===== config.mk =====
export PLATFORM = sky130hd
export DESIGN_NAME = greedy_corner_matcher
export DESIGN_NICKNAME = d
export VERILOG_FILES = /design/src/rtl/core/gcm_pkg.sv /design/src/rtl/core/gcm_ctrl.sv /design/src/rtl/core/gcm_dp.sv /design/src/rtl/core/greedy_corner_matcher.sv
export SDC_FILE = /design/constraint.sdc
export NUM_CORES = 2
export LEC_CHECK = 0
export BUFFER_PORTS_ARGS = -buffer_cell sky130_fd_sc_hd__clkbuf_2
export CORE_ASPECT_RATIO = 0.7
export CORE_MARGIN = 4
export CORE_UTILIZATION = 38
export CTS_BUF_LIST = sky130_fd_sc_hd__clkbuf_2
export CTS_CLUSTER_SIZE = 40
export DETAILED_ROUTE_END_ITERATION = 8
export PLACE_DENSITY = 0.59
export SLEW_MARGIN = 20
export SYNTH_ARGS = -nofsm -noshare
export SYNTH_HDL_FRONTEND = slang
export SYNTH_SLANG_ARGS = --single-unit

===== constraint.sdc =====
create_clock -name i_clk -period 16 [get_ports i_clk]
set_input_delay 0 -clock i_clk [delete_from_list [all_inputs] [get_ports i_clk]]
set_output_delay 0 -clock i_clk [all_outputs]
set_load 0.05 [all_outputs]

===== src/rtl/core/gcm_pkg.sv =====
// Shared types and constants for the greedy corner matcher.
// Holds word structs, controller states and the controller/datapath link.
// No dependencies.
package gcm_pkg;

    localparam int MAX_POINTS  = 16;
    localparam int NUM_CORNERS = 4;
    localparam int COORD_W     = 16;
    localparam int IDX_W       = $clog2(MAX_POINTS);
    localparam int CNT_W       = $clog2(MAX_POINTS + 1);
    localparam int SCAN_W      = $clog2(MAX_POINTS + 2);
    localparam int CORNER_W    = $clog2(NUM_CORNERS);
    localparam int EXP_W       = 9;
    localparam int CFG_W       = 64;
    localparam int CFG_IDX_W   = 2;

    localparam logic [CFG_IDX_W-1:0] REG_DEST_X = 2'd0;
    localparam logic [CFG_IDX_W-1:0] REG_DEST_Y = 2'd1;
    localparam logic [CFG_IDX_W-1:0] REG_EXPAND = 2'd2;

    localparam logic [CORNER_W-1:0] LAST_CORNER = CORNER_W'(NUM_CORNERS - 1);

    typedef struct packed {
        logic [COORD_W-1:0] found_x;
        logic [COORD_W-1:0] found_y;
        logic               last_point;
    } t_in_word;

    typedef struct packed {
        logic [CORNER_W-1:0] corner_index;
        logic [COORD_W-1:0]  out_x;
        logic [COORD_W-1:0]  out_y;
        logic                matched;
        logic                last_of_run;
    } t_out_word;

    typedef struct packed {
        logic [COORD_W-1:0] x;
        logic [COORD_W-1:0] y;
    } t_point;

    typedef enum logic [2:0] {
        ST_IDLE,
        ST_SCAN,
        ST_BLEND_X,
        ST_BLEND_Y,
        ST_EMIT
    } t_state;

    typedef struct packed {
        logic                load;
        logic                scan_clear;
        logic                issue;
        logic [IDX_W-1:0]    addr;
        logic                blend_x;
        logic                blend_y;
        logic                emit;
        logic [CORNER_W-1:0] corner;
        logic                last;
    } t_dp_cmd;

    typedef struct packed {
        logic [CNT_W-1:0] point_count;
    } t_dp_status;

endpackage


===== src/rtl/core/gcm_ctrl.sv =====
// Controller for the greedy corner matcher: load, scan, blend and emit sequence.
// Depends on gcm_pkg.
module gcm_ctrl (
    input  logic               i_clk,
    input  logic               i_rst_n,
    input  logic               i_start,
    input  logic               i_last_point,
    input  gcm_pkg::t_dp_status i_status,
    output logic               o_busy,
    output gcm_pkg::t_dp_cmd   o_cmd
);
    import gcm_pkg::*;

    t_state              r_state, n_state;
    logic [SCAN_W-1:0]   r_cnt, n_cnt;
    logic [CORNER_W-1:0] r_corner, n_corner;
    logic [SCAN_W-1:0]   w_count;
    logic                w_scan_end;
    logic                w_accept;

    assign w_count    = SCAN_W'(i_status.point_count);
    assign w_scan_end = (r_cnt == w_count + SCAN_W'(2));
    assign w_accept   = i_start && (r_state == ST_IDLE);

    always_comb begin
        n_state = r_state;
        unique case (r_state)
            ST_IDLE: begin
                if (w_accept && i_last_point) n_state = ST_SCAN;
            end
            ST_SCAN: begin
                if (w_scan_end) n_state = ST_BLEND_X;
            end
            ST_BLEND_X: n_state = ST_BLEND_Y;
            ST_BLEND_Y: n_state = ST_EMIT;
            ST_EMIT: begin
                n_state = (r_corner == LAST_CORNER) ? ST_IDLE : ST_SCAN;
            end
            default: n_state = ST_IDLE;
        endcase
    end

    always_comb begin
        n_cnt    = r_cnt;
        n_corner = r_corner;
        unique case (r_state)
            ST_IDLE: begin
                n_cnt    = '0;
                n_corner = '0;
            end
            ST_SCAN:    n_cnt = r_cnt + SCAN_W'(1);
            ST_EMIT: begin
                n_cnt    = '0;
                n_corner = r_corner + CORNER_W'(1);
            end
            default: ;
        endcase
    end

    always_comb begin
        o_busy           = (r_state != ST_IDLE);
        o_cmd            = '0;
        o_cmd.corner     = r_corner;
        o_cmd.last       = (r_corner == LAST_CORNER);
        o_cmd.addr       = r_cnt[IDX_W-1:0];
        o_cmd.load       = w_accept;
        o_cmd.scan_clear = (r_state == ST_SCAN) && (r_cnt == '0);
        o_cmd.issue      = (r_state == ST_SCAN) && (r_cnt < w_count);
        o_cmd.blend_x    = (r_state == ST_BLEND_X);
        o_cmd.blend_y    = (r_state == ST_BLEND_Y);
        o_cmd.emit       = (r_state == ST_EMIT);
    end

    always_ff @(posedge i_clk) begin
        if (!i_rst_n) begin
            r_state  <= ST_IDLE;
            r_cnt    <= '0;
            r_corner <= '0;
        end else begin
            r_state  <= n_state;
            r_cnt    <= n_cnt;
            r_corner <= n_corner;
        end
    end

endmodule


===== src/rtl/core/gcm_dp.sv =====
// Datapath for the greedy corner matcher: config registers, point store,
// distance pipeline, best-point tracking, blend unit and output register.
// Depends on gcm_pkg.
module gcm_dp (
    input  logic                          i_clk,
    input  logic                          i_rst_n,
    input  gcm_pkg::t_in_word             i_in,
    input  logic                          i_cfg_we,
    input  logic [gcm_pkg::CFG_IDX_W-1:0] i_cfg_index,
    input  logic [gcm_pkg::CFG_W-1:0]     i_cfg_data,
    input  gcm_pkg::t_dp_cmd              i_cmd,
    output gcm_pkg::t_dp_status           o_status,
    output logic                          o_out_valid,
    output gcm_pkg::t_out_word            o_out
);
    import gcm_pkg::*;

    localparam int PROD_W = COORD_W + EXP_W + 2;
    localparam int DIST_W = 2 * COORD_W + 1;

    logic [CFG_W-1:0]      r_dest_x, r_dest_y;
    logic [EXP_W-1:0]      r_expand;

    t_point                r_store [MAX_POINTS];
    t_point                r_rd;
    logic [CNT_W-1:0]      r_point_count;
    logic [MAX_POINTS-1:0] r_used;

    logic                  r_v1, r_v2;
    logic [IDX_W-1:0]      r_j1, r_j2;
    t_point                r_p2;
    logic [2*COORD_W-1:0]  r_sq_x, r_sq_y;

    logic                  r_found;
    logic [IDX_W-1:0]      r_best_idx;
    t_point                r_best;
    logic [DIST_W-1:0]     r_best_dist;

    logic signed [PROD_W-1:0] r_prod;
    logic [COORD_W-1:0]    r_res_x;
    t_out_word             r_out;
    logic                  r_out_valid;

    logic [COORD_W-1:0]    w_dx, w_dy, w_ax, w_ay;
    logic [DIST_W-1:0]     w_dist;
    logic                  w_take;
    logic signed [COORD_W:0] w_diff;
    logic [COORD_W-1:0]    w_base;
    logic signed [PROD_W-1:0] w_mul;

    function automatic logic [COORD_W-1:0] sat_blend(
        input logic [COORD_W-1:0]      p,
        input logic signed [PROD_W-1:0] prod
    );
        logic signed [PROD_W:0] s;
        s = $signed({{(PROD_W - COORD_W - 7){1'b0}}, p, 8'd0}) + (PROD_W + 1)'(prod);
        if (s[PROD_W])
            return '0;
        else if (|s[PROD_W-1:COORD_W+8])
            return '1;
        else
            return s[COORD_W+7:8];
    endfunction

    assign w_dx = r_dest_x[COORD_W*i_cmd.corner +: COORD_W];
    assign w_dy = r_dest_y[COORD_W*i_cmd.corner +: COORD_W];
    assign w_ax = (r_rd.x >= w_dx) ? (r_rd.x - w_dx) : (w_dx - r_rd.x);
    assign w_ay = (r_rd.y >= w_dy) ? (r_rd.y - w_dy) : (w_dy - r_rd.y);
    assign w_dist = DIST_W'(r_sq_x) + DIST_W'(r_sq_y);
    assign w_take = r_v2 && (!r_found || (w_dist < r_best_dist));

    // one shared multiplier: e * (d - p), x then y
    assign w_base = i_cmd.blend_x ? r_best.x : r_best.y;
    assign w_diff = i_cmd.blend_x ? ($signed({1'b0, w_dx}) - $signed({1'b0, r_best.x}))
                                  : ($signed({1'b0, w_dy}) - $signed({1'b0, r_best.y}));
    assign w_mul  = PROD_W'($signed({1'b0, r_expand}) * w_diff);

    always_ff @(posedge i_clk) begin
        if (i_cmd.load && (r_point_count < CNT_W'(MAX_POINTS))) begin
            r_store[r_point_count[IDX_W-1:0]] <= '{x: i_in.found_x, y: i_in.found_y};
        end
        r_rd <= r_store[i_cmd.addr];
    end

    always_ff @(posedge i_clk) begin
        if (!i_rst_n) begin
            r_dest_x      <= '0;
            r_dest_y      <= '0;
            r_expand      <= '0;
            r_point_count <= '0;
            r_used        <= '0;
            r_v1          <= 1'b0;
            r_v2          <= 1'b0;
            r_found       <= 1'b0;
            r_out_valid   <= 1'b0;
        end else begin
            if (i_cfg_we) begin
                unique case (i_cfg_index)
                    REG_DEST_X: r_dest_x <= i_cfg_data;
                    REG_DEST_Y: r_dest_y <= i_cfg_data;
                    REG_EXPAND: r_expand <= i_cfg_data[EXP_W-1:0];
                    default: ;
                endcase
            end
            if (i_cmd.load && (r_point_count < CNT_W'(MAX_POINTS)))
                r_point_count <= r_point_count + CNT_W'(1);
            r_v1 <= i_cmd.issue && !r_used[i_cmd.addr];
            r_v2 <= r_v1;
            if (i_cmd.scan_clear)
                r_found <= 1'b0;
            else if (w_take)
                r_found <= 1'b1;
            r_out_valid <= i_cmd.emit;
            if (i_cmd.emit) begin
                if (i_cmd.last) begin
                    r_used        <= '0;
                    r_point_count <= '0;
                end else if (r_found) begin
                    r_used[r_best_idx] <= 1'b1;
                end
            end
        end
    end

    always_ff @(posedge i_clk) begin
        r_j1   <= i_cmd.addr;
        r_j2   <= r_j1;
        r_p2   <= r_rd;
        r_sq_x <= w_ax * w_ax;
        r_sq_y <= w_ay * w_ay;
        if (w_take) begin
            r_best_idx  <= r_j2;
            r_best      <= r_p2;
            r_best_dist <= w_dist;
        end
        if (i_cmd.blend_x || i_cmd.blend_y)
            r_prod <= w_mul;
        if (i_cmd.blend_y)
            r_res_x <= sat_blend(r_best.x, r_prod);
        if (i_cmd.emit) begin
            r_out.corner_index <= i_cmd.corner;
            r_out.matched      <= r_found;
            r_out.last_of_run  <= i_cmd.last;
            r_out.out_x        <= r_found ? r_res_x : w_dx;
            r_out.out_y        <= r_found ? sat_blend(r_best.y, r_prod) : w_dy;
        end
    end

    assign o_status.point_count = r_point_count;
    assign o_out_valid          = r_out_valid;
    assign o_out                = r_out;

    a_count_bound: assert property (@(posedge i_clk) disable iff (!i_rst_n)
        r_point_count <= CNT_W'(MAX_POINTS))
        else $error("point count above capacity");

    a_used_le_count: assert property (@(posedge i_clk) disable iff (!i_rst_n)
        $countones(r_used) <= int'(r_point_count))
        else $error("more used marks than stored points");

    a_strobe_gap: assert property (@(posedge i_clk) disable iff (!i_rst_n)
        r_out_valid |=> !r_out_valid)
        else $error("result strobes back to back");

    a_run_cleared: assert property (@(posedge i_clk) disable iff (!i_rst_n)
        r_out_valid && r_out.last_of_run |-> (r_point_count == '0) && (r_used == '0))
        else $error("run state not cleared after final word");

endmodule


===== src/rtl/core/greedy_corner_matcher.sv =====
// Top level of the greedy corner matcher: controller plus datapath.
// Depends on gcm_pkg, gcm_ctrl, gcm_dp.
//
// channel  | ports                                   | handshake
// ---------+-----------------------------------------+---------------------------
// input    | i_in (found_x, found_y, last_point)     | i_start && !o_busy
// result   | o_out (corner_index, out_x, out_y, ...) | o_out_valid, one cycle
// config   | i_cfg_index, i_cfg_data                 | i_cfg_we
//
// A point word without last_point is taken while o_busy stays low. A word with last_point
// starts a run that, per corner, reads the N stored points from the store, drains them
// through read, square and compare, blends x then y and emits one word; o_busy is high
// throughout and the last word strobes as o_busy falls.
// Reset is synchronous, active low, and empties the store.
// Results are strobed for one cycle; the receiver cannot stall.
module greedy_corner_matcher (
    input  logic                          i_clk,
    input  logic                          i_rst_n,
    input  logic                          i_start,
    output logic                          o_busy,
    input  gcm_pkg::t_in_word             i_in,
    output logic                          o_out_valid,
    output gcm_pkg::t_out_word            o_out,
    input  logic                          i_cfg_we,
    input  logic [gcm_pkg::CFG_IDX_W-1:0] i_cfg_index,
    input  logic [gcm_pkg::CFG_W-1:0]     i_cfg_data
);
    import gcm_pkg::*;

    t_dp_cmd    w_cmd;
    t_dp_status w_status;

    gcm_ctrl u_ctrl (
        .i_clk        (i_clk),
        .i_rst_n      (i_rst_n),
        .i_start      (i_start),
        .i_last_point (i_in.last_point),
        .i_status     (w_status),
        .o_busy       (o_busy),
        .o_cmd        (w_cmd)
    );

    gcm_dp u_dp (
        .i_clk       (i_clk),
        .i_rst_n     (i_rst_n),
        .i_in        (i_in),
        .i_cfg_we    (i_cfg_we),
        .i_cfg_index (i_cfg_index),
        .i_cfg_data  (i_cfg_data),
        .i_cmd       (w_cmd),
        .o_status    (w_status),
        .o_out_valid (o_out_valid),
        .o_out       (o_out)
    );

endmodule


==> results.sh <==
export IMPL_wl_per_cell_um=21.1
export IMPL_status="finished clean"
export IMPL_numCtsBuffers=223
export IMPL_nFillCells=14800
export IMPL_netlist_instances=5282
export IMPL_synthFlopType="edfxtp_1"
export IMPL_hold_violations=0
export IMPL_post_dp_hpwl_mm=121
export IMPL_viasPerCell=5.16
export IMPL_tightest_slew_ns=1.08
export IMPL_multi_input_area_sq_um=32400
export IMPL_period_needed_ns=11.44
export IMPL_firstDrtPassIters=8
export IMPL_cp_required_ns=17.45
export IMPL_critPathTopFamily="adder cells"
export IMPL_seq_area_sq_um=25700
export IMPL_vias=42500
export IMPL_grt_pass1_vias=43700
export IMPL_port_buffers=140
export IMPL_antenna_found_initial=12
export IMPL_die_width_um=489
export IMPL_root_buffer="clkbuf_2"
export IMPL_relSlewSlack=0.281
export IMPL_synth_edf_count=652
export IMPL_arrival_ns=12.89
export IMPL_reg2reg_depth=36
export IMPL_path_depth=36
export IMPL_drt_initial_drc_count=3565
export IMPL_cts_sinks=958
export IMPL_nNetsFinal=6938
export IMPL_place_gp_congestion=0.923
export IMPL_dpl_worst_slack_ns=4.78
export IMPL_fin_util=0.441
export IMPL_setup_tns_ns=0
export IMPL_dieArea_sq_um=169000
export IMPL_cts_tree="yes"
export IMPL_async_reset_ff_frac=0
export IMPL_hp_class="input port to register"
export IMPL_yosys_area_top_type_share=0.318
export IMPL_fmax_ghz=0.0874
export IMPL_wl_mm=174
export IMPL_synth_distinct_cells=84
export IMPL_ys_seq_area_frac=0.417
export IMPL_yosysTopAreaCell="edfxtp_1"
export IMPL_ios=141
export IMPL_grt_pass1_wl_mm=266
export IMPL_syn_nets=6304
export IMPL_grt_use_total=0.208
export IMPL_cpMaxStageDelayCell="xnor2_1"
export IMPL_htreeDepth=4
export IMPL_reg2reg_slack_ns=4.56
export IMPL_setup_viol=0
export IMPL_syn_area_sq_um=61600
export IMPL_antenna_left=0
export IMPL_clk_latency_ns=1.69
export IMPL_slew_violations=0
export IMPL_worst_path_max_fanout=28
export IMPL_core_area_sq_um=161000
export IMPL_worstSetupPathType="register to register"
export IMPL_path_clk_slew_ns=0.13
export IMPL_ys_top_cells_by_count="768 x inv_1, 652 x edfxtp_1, 585 x nand2_1, 460 x ha_1, 459 x fa_1"
export IMPL_layout_setup_ws_ns=4.56
export IMPL_fp_row_count=123
export IMPL_cts_max_path_buffers=3
export IMPL_min_path_cells=6
export IMPL_avgSynthCellArea_sq_um=11.7
export IMPL_rsz0062_at_grt="false"
export IMPL_yosysWarnings=0
export IMPL_end_kind="register"
export IMPL_ys_top_cells_by_area="edfxtp_1 32%, fa_1 15%, dfxtp_1 9.9%"
export IMPL_path_buf_inv=8
export IMPL_slowest_delay_ns=0.75
export IMPL_synth_seq_cells=958
export IMPL_drc=0
export IMPL_grt_overflow=0
export IMPL_synth_most_common_cell="inv_1"
export IMPL_area_delta_synth_final_pct=15.3
export IMPL_cts_resized=0
export IMPL_die_h_um=345
export IMPL_worstSetupStartpointType="register"
export IMPL_drive_above_1_share=0.143
export IMPL_start_util=0.383
export IMPL_skew_ns=0.161
export IMPL_grt_start_max_net_pins=86
export IMPL_fin_crit_sh=0.715
export IMPL_max_cap_viol_count=0
[worst paths after layout]
check,from,to
worst max-delay path,u_ctrl.r_corner[0],u_dp.r_sq_x[31]
worst min-delay path,i_cfg_data[62],u_dp.r_dest_x[62]
worst max register to register,u_ctrl.r_corner[0],u_dp.r_sq_x[31]
worst min register to register,u_dp.r_rd[11],u_dp.r_p2[11]
[worst register-to-register path, delay by kind of cell, from the launching register on]
kind,cells,cell delay [ns]
AO/OA/AOI/OAI,7,1.68
XOR/XNOR,2,0.89
adder cells (fa/ha/maj),8,3.88
buffers and inverters,8,1.70
flip-flops,1,0.50
multiplexers,1,0.72
AND/OR/NAND/NOR,10,1.89
[area by class of cell]
class,instances,area share
Sequential cell,958,0.362
Inverter,780,0.0412
Clock inverter,65,0.00615
Tap cell,2125,0.0375
Timing Repair Buffer,586,0.0717
Antenna cell,10,0.000352
Multi-Input combinational cell,3367,0.456
Clock buffer,346,0.0244
[timing repair]
item / 4_1_cts / 5_1_grt
hold buffers: 383 / 0
setup buffers: 0 / 0
hold endpoints to repair: 1196 / 0
[stage by stage]
step | area (sq um) | hold slack, ns | std cells
after floorplan | 61600 | 0.0989 | 5282
after global placement | 64900 | 0.250 | 7432
after detailed placement | 64900 | 0.257 | 7432
after CTS | 70900 | 0.0285 | 8226
after global routing | 71000 | 0.209 | 8231
final | 71000 | 0.276 | 8237
[routing by layer]
layer  part of all wire  vias up  track usage
met4              0.022        2       0.0579
met5           0.000081        -            0
met1               0.47    21300        0.306
li1                   -    19500            -
met3              0.079      253       0.0451
met2               0.43     1560        0.310
[layout by cell type (no fill, tap or decap), types with 11 or more instances in the layout]
cell	netlist	final
edfxtp_1	652	652
xor2_1	62	62
nand2b_1	52	52
a31o_2	12	12
inv_2	10	11
nand4_1	20	20
xnor2_1	124	123
dfxtp_1	306	299
a21oi_1	182	180
mux2i_1	25	24
fa_1	459	459
or2_2	11	11
mux4_2	197	197
ha_1	460	460
o211ai_1	16	16
or3_1	17	17
a21boi_0	137	137
a31oi_1	21	21
and3_1	18	18
o21bai_1	20	20
clkinv_1	2	43
clkbuf_2	0	485
o221ai_1	15	15
nor3_1	50	46
dlygate4sd3_1	0	380
nor2_1	270	258
o21a_1	58	58
nand3_1	48	48
nand2_1	585	585
a211oi_1	20	20
buf_4	3	61
and2_1	108	108
nor2b_1	38	37
inv_1	768	767
o21ai_0	118	118
nor2_4	0	12
a21o_1	81	81
[cell families after synthesis]
kind of cell               count (synthesis)  share of synthesized area
muxes                                    228                     0.0772
AOI/OAI and AO/OA                        774                     0.0840
buffers and inverters                    957                     0.0590
adders and majority gates                919                      0.243
xor gates and xnor gates                 191                     0.0278
DFF                                      958                      0.417
and+or+nand+nor                         1255                     0.0920
[registers in the layout (all words and copies together) (netlist names), 4 cells and up]
signal	cells
u_dp.r_j2	4
u_dp.r_expand	9
u_dp.r_used	16
u_dp.r_rd	32
u_dp.r_dest_x	64
u_dp.r_best	32
u_dp.o_out	36
u_dp.r_sq_x	31
u_dp.r_res_x	16
u_ctrl.r_cnt	5
u_dp.r_p2	32
u_dp.r_best_idx	4
u_dp.r_prod	19
u_dp.o_status	5
u_dp.r_dest_y	64
u_dp.r_sq_y	31
u_dp.r_store	512
u_dp.r_j1	4
u_dp.r_best_dist	33
Power is left out: the tool's default activity adds up to more than one toggle a clock period on the data nets, which glitch-free logic cannot reach.
